**config.mk**
```make
export PLATFORM = sky130hd
export DESIGN_NAME = shuffled_minimal_standard_prng
export DESIGN_NICKNAME = d
export VERILOG_FILES = /design/src/rtl/smsp_pkg.sv /design/src/rtl/smsp_lcg.sv /design/src/rtl/shuffled_minimal_standard_prng.sv
export SDC_FILE = /design/constraint.sdc
export NUM_CORES = 2
export LEC_CHECK = 0
export ABC_AREA = 0
export CORE_MARGIN = 5
export CORE_UTILIZATION = 35
export DETAILED_ROUTE_END_ITERATION = 7
export DONT_BUFFER_PORTS = 1
export GPL_TIMING_DRIVEN = 0
export PLACE_DENSITY = 0.48
export SYNTH_ARGS = -nofsm -noshare
export SYNTH_HDL_FRONTEND = slang
export SYNTH_SLANG_ARGS = --single-unit
```
**constraint.sdc**
```tcl
create_clock -name clk -period 7.85 [get_ports clk]
set_clock_uncertainty 0.2 [all_clocks]
set_input_delay 0.785 -clock clk [delete_from_list [all_inputs] [get_ports clk]]
set_output_delay 0.785 -clock clk [all_outputs]
set_load 0.05 [all_outputs]
```
**src/rtl/smsp_pkg.sv**
```systemverilog
package smsp_pkg;

    localparam int TABLE_DEPTH = 32;
    localparam int WARM_STEPS = 8;
    localparam logic [14:0] MULT = 15'd16807;
    localparam logic [30:0] MODULUS = 31'h7FFF_FFFF;

    typedef struct packed {
        logic               kind;
        logic signed [31:0] seed_value;
    } req_t;

    typedef struct packed {
        logic [30:0] number;
        logic [30:0] sequence_value;
    } rsp_t;

    typedef logic [3:0] step_t;

    localparam step_t S_IDLE = 4'd0;
    localparam step_t S_DISP = 4'd1;
    localparam step_t S_DMUL = 4'd2;
    localparam step_t S_DRD  = 4'd3;
    localparam step_t S_DWR  = 4'd4;
    localparam step_t S_WLD  = 4'd5;
    localparam step_t S_WMUL = 4'd6;
    localparam step_t S_WRED = 4'd7;
    localparam step_t S_FLD  = 4'd8;
    localparam step_t S_FMUL = 4'd9;
    localparam step_t S_FRED = 4'd10;
    localparam step_t S_FJMP = 4'd11;

    typedef enum logic [1:0] {
        C_NEXT   = 2'd0,
        C_ALWAYS = 2'd1,
        C_INIT   = 2'd2,
        C_CNT_NZ = 2'd3
    } cond_t;

    typedef struct packed {
        logic  idle;
        logic  mul;
        logic  slot_mul;
        logic  red;
        logic  fill;
        logic  warm_ld;
        logic  fill_ld;
        logic  rd;
        logic  commit;
        cond_t cond;
        step_t target;
    } uword_t;

    function automatic uword_t ucode(input step_t pc);
        uword_t w;
        w = '0;
        w.cond = C_NEXT;
        w.target = S_IDLE;
        case (pc)
            S_IDLE:
            begin
                w.idle = 1'b1;
            end
            S_DISP:
            begin
                w.cond = C_INIT;
                w.target = S_WLD;
            end
            S_DMUL:
            begin
                w.mul = 1'b1;
                w.slot_mul = 1'b1;
            end
            S_DRD:
            begin
                w.red = 1'b1;
                w.rd = 1'b1;
            end
            S_DWR:
            begin
                w.commit = 1'b1;
                w.cond = C_ALWAYS;
                w.target = S_IDLE;
            end
            S_WLD:
            begin
                w.warm_ld = 1'b1;
            end
            S_WMUL:
            begin
                w.mul = 1'b1;
            end
            S_WRED:
            begin
                w.red = 1'b1;
                w.cond = C_CNT_NZ;
                w.target = S_WMUL;
            end
            S_FLD:
            begin
                w.fill_ld = 1'b1;
            end
            S_FMUL:
            begin
                w.mul = 1'b1;
            end
            S_FRED:
            begin
                w.red = 1'b1;
                w.fill = 1'b1;
                w.cond = C_CNT_NZ;
                w.target = S_FMUL;
            end
            S_FJMP:
            begin
                w.cond = C_ALWAYS;
                w.target = S_DMUL;
            end
            default:
            begin
                w.cond = C_ALWAYS;
                w.target = S_IDLE;
            end
        endcase
        return w;
    endfunction

endpackage

```
**src/rtl/smsp_lcg.sv**
```systemverilog
module smsp_lcg (
    input  logic        clk,
    input  logic        mul_en,
    input  logic [31:0] x,
    output logic [30:0] result
);

    logic [46:0] prod_reg;
    logic [31:0] sum;

    always_ff @(posedge clk)
    begin
        if (mul_en)
        begin
            prod_reg <= 47'(x) * 47'(smsp_pkg::MULT);
        end
    end

    // mersenne fold: hi + lo, one conditional subtract
    assign sum = 32'(prod_reg[30:0]) + 32'(prod_reg[46:31]);
    assign result = (sum >= {1'b0, smsp_pkg::MODULUS})
                    ? 31'(sum - {1'b0, smsp_pkg::MODULUS}) : sum[30:0];

endmodule

```
**src/rtl/shuffled_minimal_standard_prng.sv**
```systemverilog
// Shuffled minimal standard generator: 16807 * x mod (2^31 - 1), followed by
// a Bays-Durham shuffle table of TABLE_DEPTH entries.
// Request channel (req_valid / req_stall / req): kind 0 draws the next number,
// kind 1 loads seed_value first. A non-positive seed, an empty table or a zero
// generator value starts initialization: 8 warm-up steps, then the table is
// filled from the top entry down.
// Response channel (rsp_valid / rsp_stall / rsp): one response per request,
// with the shuffled number and the new generator value.
// A microcoded sequencer runs every request; each generator step passes through
// the shared multiply / modulo unit: a multiply, then a fold.
// A plain draw steps through dispatch, multiply, table read and commit; the
// next request is taken only after the commit, back in the idle step.
// Initialization runs the warm-up and the table fill between dispatch and multiply.
// req_stall is high from acceptance until the response is written to the
// output register. A stalled response holds; the sequencer waits at its final
// step only if a previous response is still held there.
// Reset: generator value 1, table marked empty, so the first request always
// initializes. The table memory itself is not cleared.
module shuffled_minimal_standard_prng #(
    parameter int TABLE_DEPTH = smsp_pkg::TABLE_DEPTH
) (
    input  logic            clk,
    input  logic            rst_n,
    input  logic            req_valid,
    output logic            req_stall,
    input  smsp_pkg::req_t  req,
    output logic            rsp_valid,
    input  logic            rsp_stall,
    output smsp_pkg::rsp_t  rsp
);

    localparam int IDXW = (TABLE_DEPTH > 1) ? $clog2(TABLE_DEPTH) : 1;
    localparam int CW = (IDXW > 3) ? IDXW : 3;
    localparam longint unsigned SLOT_DIV = 64'd1 + 64'd2147483646 / 64'(TABLE_DEPTH);
    localparam int SH = 31 + $clog2(SLOT_DIV);
    localparam logic [63:0] RECIP64 = ((64'd1 << SH) + SLOT_DIV - 64'd1) / SLOT_DIV;
    localparam logic [31:0] RECIP = RECIP64[31:0];

    smsp_pkg::step_t  pc_reg, pc_next;
    smsp_pkg::uword_t uw;

    logic [31:0]     x_reg;
    logic [30:0]     gen_reg;
    logic [30:0]     last_reg;
    logic            init_reg;
    logic [CW-1:0]   cnt_reg;
    logic [62:0]     sprod_reg;
    logic [IDXW-1:0] slot_reg;
    logic [30:0]     rd_reg;
    logic            rsp_valid_reg;
    smsp_pkg::rsp_t  rsp_reg;

    logic [30:0] mem [TABLE_DEPTH];

    logic            accept;
    logic            hold;
    logic            jump;
    logic            cnt_nz;
    logic [30:0]     red_val;
    logic [63:0]     quot;
    logic [IDXW-1:0] slot;
    logic            seed_neg;
    logic            seed_zero;
    logic [31:0]     x_start;
    logic [31:0]     x_init;
    logic            need_init;
    logic            mem_we;
    logic [IDXW-1:0] mem_waddr;
    logic [30:0]     mem_wdata;

    smsp_lcg u_lcg (
        .clk    (clk),
        .mul_en (uw.mul),
        .x      (x_reg),
        .result (red_val)
    );

    assign uw = smsp_pkg::ucode(pc_reg);

    assign accept = uw.idle && req_valid;
    assign req_stall = !uw.idle;
    assign cnt_nz = (cnt_reg != '0);
    assign hold = (uw.idle && !req_valid) || (uw.commit && rsp_valid_reg && rsp_stall);

    always_comb
    begin
        case (uw.cond)
            smsp_pkg::C_NEXT:   jump = 1'b0;
            smsp_pkg::C_ALWAYS: jump = 1'b1;
            smsp_pkg::C_INIT:   jump = init_reg;
            smsp_pkg::C_CNT_NZ: jump = cnt_nz;
            default:            jump = 1'b0;
        endcase
    end

    assign pc_next = hold ? pc_reg : (jump ? uw.target : smsp_pkg::step_t'(pc_reg + 4'd1));

    // starting point of a request
    assign seed_neg = req.seed_value[31];
    assign seed_zero = (req.seed_value == '0);
    assign x_start = (req.kind && !seed_neg && !seed_zero)
                     ? 32'(req.seed_value) : {1'b0, gen_reg};
    assign need_init = (req.kind && (seed_neg || seed_zero)) || (last_reg == '0)
                       || (x_start == '0);
    assign x_init = (req.kind && seed_neg) ? (~32'(req.seed_value) + 32'd1) : 32'd1;

    // table slot from the previous output
    assign quot = 64'(sprod_reg) >> SH;
    assign slot = (quot >= 64'(TABLE_DEPTH)) ? IDXW'(TABLE_DEPTH - 1) : quot[IDXW-1:0];

    always_ff @(posedge clk or negedge rst_n)
    begin
        if (!rst_n)
        begin
            pc_reg <= smsp_pkg::S_IDLE;
            gen_reg <= 31'd1;
            last_reg <= '0;
            init_reg <= 1'b0;
            cnt_reg <= '0;
            rsp_valid_reg <= 1'b0;
        end
        else
        begin
            pc_reg <= pc_next;
            if (accept)
            begin
                init_reg <= need_init;
            end
            if (uw.warm_ld)
            begin
                cnt_reg <= CW'(smsp_pkg::WARM_STEPS - 1);
            end
            else if (uw.fill_ld)
            begin
                cnt_reg <= CW'(TABLE_DEPTH - 1);
            end
            else if (uw.cond == smsp_pkg::C_CNT_NZ && cnt_nz)
            begin
                cnt_reg <= cnt_reg - CW'(1);
            end
            if (uw.fill)
            begin
                last_reg <= red_val;
            end
            if (uw.commit && !hold)
            begin
                gen_reg <= x_reg[30:0];
                last_reg <= rd_reg;
                rsp_valid_reg <= 1'b1;
            end
            else if (rsp_valid_reg && !rsp_stall)
            begin
                rsp_valid_reg <= 1'b0;
            end
        end
    end

    always_ff @(posedge clk)
    begin
        if (accept)
        begin
            x_reg <= need_init ? x_init : x_start;
        end
        else if (uw.red)
        begin
            x_reg <= {1'b0, red_val};
        end
        if (uw.slot_mul)
        begin
            sprod_reg <= 63'(last_reg) * 63'(RECIP);
        end
        if (uw.commit && !hold)
        begin
            rsp_reg.number <= rd_reg;
            rsp_reg.sequence_value <= x_reg[30:0];
        end
    end

    // shuffle table
    assign mem_we = uw.fill || (uw.commit && !hold);
    assign mem_waddr = uw.fill ? cnt_reg[IDXW-1:0] : slot_reg;
    assign mem_wdata = uw.fill ? red_val : x_reg[30:0];

    always_ff @(posedge clk)
    begin
        if (mem_we)
        begin
            mem[mem_waddr] <= mem_wdata;
        end
        if (uw.rd)
        begin
            rd_reg <= mem[slot];
            slot_reg <= slot;
        end
    end

    assign rsp_valid = rsp_valid_reg;
    assign rsp = rsp_reg;

endmodule

```
==> results.md <==
- Mean post-synth cell area: 16.9 um2
- Hold Fails Final Rpt: 0
- Relative slew margins: 0.0901
- Hold WC Path Type: in -> reg
- Delay of the slowest cell on the worst path: 820 ps
- I/O pin count: approximately 100
- DP Area: around 62000 um2
- CTS sink count: between 1000 and 1500
- Crit-path leading delay family: compound AO/OA/AOI/OAI gates
- Critical Path AT: just under 8000 ps
- CP Max Fanout: 9
- Via count of the first global-routing pass: between 30000 and 40000
- H-tree Lvls: 4
- Final setup vio count: 0
- Syn_nets: between 3000 and 4000
- Iteration-0 DRC Markers: roughly 2900
- Clock latency at the later pin of the worst-skew pair: about 800 ps
- CP dominant cell by count: ha_1
- WP data required: between 8000 and 9000 ps
- Die H: between 400 and 500 um
- Worst slew pin tran: between 1000 and 1500 ps
- Final layout net count: between 4000 and 5000
- Area growth from synthesis to layout: 15.7%
- Mapped Area: 57700 um2
- Synth area leader: edfxtp_1
- Effective utilization at floorplan: 0.351
- HPWL Detailed: around 120000 um
- Yosys warns: 0
- Failing checks: design-rule violations
- Top post-synthesis cells by area: edfxtp_1 (61%), mux4_2 (12%), fa_1 (4.8%), ha_1 (4.7%), dfrtp_1 (3.1%)
- Peak Freq: between 100 and 150 MHz
- FP Rows: approximately 150
- Most common cell after layout, fill and taps aside: edfxtp_1
- Fin. max-slew vios: 0
- Clock transition at the registers of the reported paths: 60 ps
- Final ANT Viol Nets: 0
- Routability Congestion: 0.910
- Drt first pass iters: 8
- CTS tree: done
- Commonest non-fill, non-tap cells in the layout: edfxtp_1 (1174), mux4_2 (310), inv_1 (296)
- WP buf/inv: 2
- Unrepaired setup endpoints after global routing: no
- Remaining DRCs: 2
- Root buffer cell: clkbuf_16
- CP endpoint kind: register
- Initial antenna violation count: 13
- Worst setup path category: reg -> reg
- Outcome: complete, but fails checks
- Post-synthesis sequential area ratio: 0.643
- Full die area: around 170000 um2
- Max reg flops: 992
- Syn Inst Count: approximately 3400
- Vias: approximately 32000
- Tmin final: 7450 ps
- Core footprint: approximately 160000 um2
- Global Route Usage Sum: 0.197
- Final period utilization: 0.949
- Largest net degree at the start of global routing: 74
- Vias per cell: approximately 5.3
- Clock tree buffer depth: 3
- WL final: 171000 um
- CP cell instances: inv_1 -> fa_1 -> inv_1 -> ha_1 -> ha_1 -> ha_1 -> ha_1 -> ha_1 -> ha_1 -> a21o_1 -> a31o_2 -> a31oi_1 -> o21ai_0 -> o31a_1 -> o22ai_1 -> o21bai_1 -> a221oi_1 -> nor4b_1 -> nor2_1 -> xnor2_1
- Yosys top cell area share: 0.611
- Grt total ovfl: 0
- Worst Setup Start Kind: register
- Main flop type after synthesis: edfxtp_1
- Drt wl/cell: between 20 and 30 um
- Critical path's slowest cell: edfxtp_1
- Async S/R FF share, synth: 0.0585
- Input/output buffers: 0
- Max-Cap Viols: 0
- Die Span X: between 400 and 500 um
- Setup tns final: 0 ps
- Synth unique cells: 87
- Cts bufs inserted: 140
- Cell area after layout: 66800 um2
- Number of flops mapped to enable cells by yosys: between 1000 and 1500
- First-pass GRT wire length: 244000 um
- Number of synthesized register bits: approximately 1200
- Layout cell share with drive strength beyond 1: 0.197
==> stage by stage <==
step | utilization | setup WS (ps) | hold slack, ps | instances
6_report | 0.406 | 399 | 69.1 | 5957
5_1_grt | 0.406 | 11.6 | 65.7 | 5950
4_1_cts | 0.405 | 13.1 | 18.1 | 5924
3_5_place_dp | 0.377 | -210 | 235 | 5660
3_3_place_gp | 0.368 | -255 | 236 | 5595
2_1_floorplan | - | 1510 | 224 | 3406
==> what timing repair did <==
action / CTS / global route
hold buffers: 4 / 0
buffers inserted: 4 / 23
hold endpoints to repair: 75 / 0
cloned: 0 / 0
resized for setup: 0 / 1
pin swaps: 0 / 0
setup endpoints to repair: 4 / 5
==> synth_stat cells (12+ instances only) <==
master and n:
ha_1 216, o22ai_1 17, and3_1 19, a221o_1 13, a21oi_1 95, a21o_1 43, edfxtp_1 1174, o21ai_0 128
a22oi_1 24, dfrtp_1 72, a31oi_1 15, nand3_1 34, mux4_2 310, fa_1 139, mux2_2 34, clkbuf_1 91
nor4_1 20, or3_1 13, a211oi_1 16, nor2_1 114, xor2_1 28, nand4_1 17, buf_1 27, nor3_1 38
nor2b_1 12, nand2_1 169, inv_1 296, xnor2_1 48, a221oi_1 18
==> routing by layer <==
layer | share of wire | GRT usage | routed length, um
met2 | 0.50 | 0.335 | 85600
met5 | 0.00017 | 0 | 29
met3 | 0.053 | 0.0362 | 8980
met4 | 0.036 | 0.0718 | 6100
met1 | 0.41 | 0.252 | 70100
==> cell families (layout without fill, tap and decap cells) <==
kind of cell | after synthesis | count (layout) | share of synthesized area
flops | 1247 | 1247 | 0.643
simple gates | 510 | 510 | 0.0440
compound gates | 440 | 440 | 0.0494
buf+inv | 425 | 777 | 0.0280
fa+ha+maj | 355 | 355 | 0.0951
mux | 353 | 353 | 0.129
xor+xnor | 76 | 76 | 0.0115
other cells | 0 | 10 | 0
==> worst register-to-register path, cell delays in order, from the launching register on <==
cell	delay [ps]
edfxtp_1	820
inv_1	290
fa_1	590
inv_1	50
ha_1	270
ha_1	270
ha_1	280
ha_1	290
ha_1	290
ha_1	340
a21o_1	200
a31o_2	210
a31oi_1	320
o21ai_0	370
o31a_1	460
o22ai_1	480
o21bai_1	340
a221oi_1	440
nor4b_1	410
nor2_1	120
xnor2_1	140
==> final cells by class <==
cell class | count | area [um2]
Sequential cell | 1247 | 37100
Clock inverter | 78 | 651
Fill cell | 15000 | 97700
Tap cell | 2189 | 2740
Clock buffer | 178 | 3760
Buffer | 129 | 507
Inverter | 296 | 1110
Timing Repair Buffer | 96 | 1500
Antenna cell | 10 | 25.0
Multi-Input combinational cell | 1734 | 19400
==> worst paths after layout <==
check,cells past startpoint,start,slack (ps),end
worst max register to register,20,x_reg[5],400,u_lcg.prod_reg[44]
min in group asynchronous,2,rst_n,400,gen_reg[11]
worst max-delay path,20,x_reg[5],400,u_lcg.prod_reg[44]
worst min register to register,0,sprod_reg[57],260,slot_reg[0]
max in group asynchronous,2,rst_n,6650,rsp_valid
worst min-delay path,2,req[12],70,x_reg[12]
Power is not shown: default switching activity piles up to over one toggle a cycle in this logic, so the estimate is an artifact.
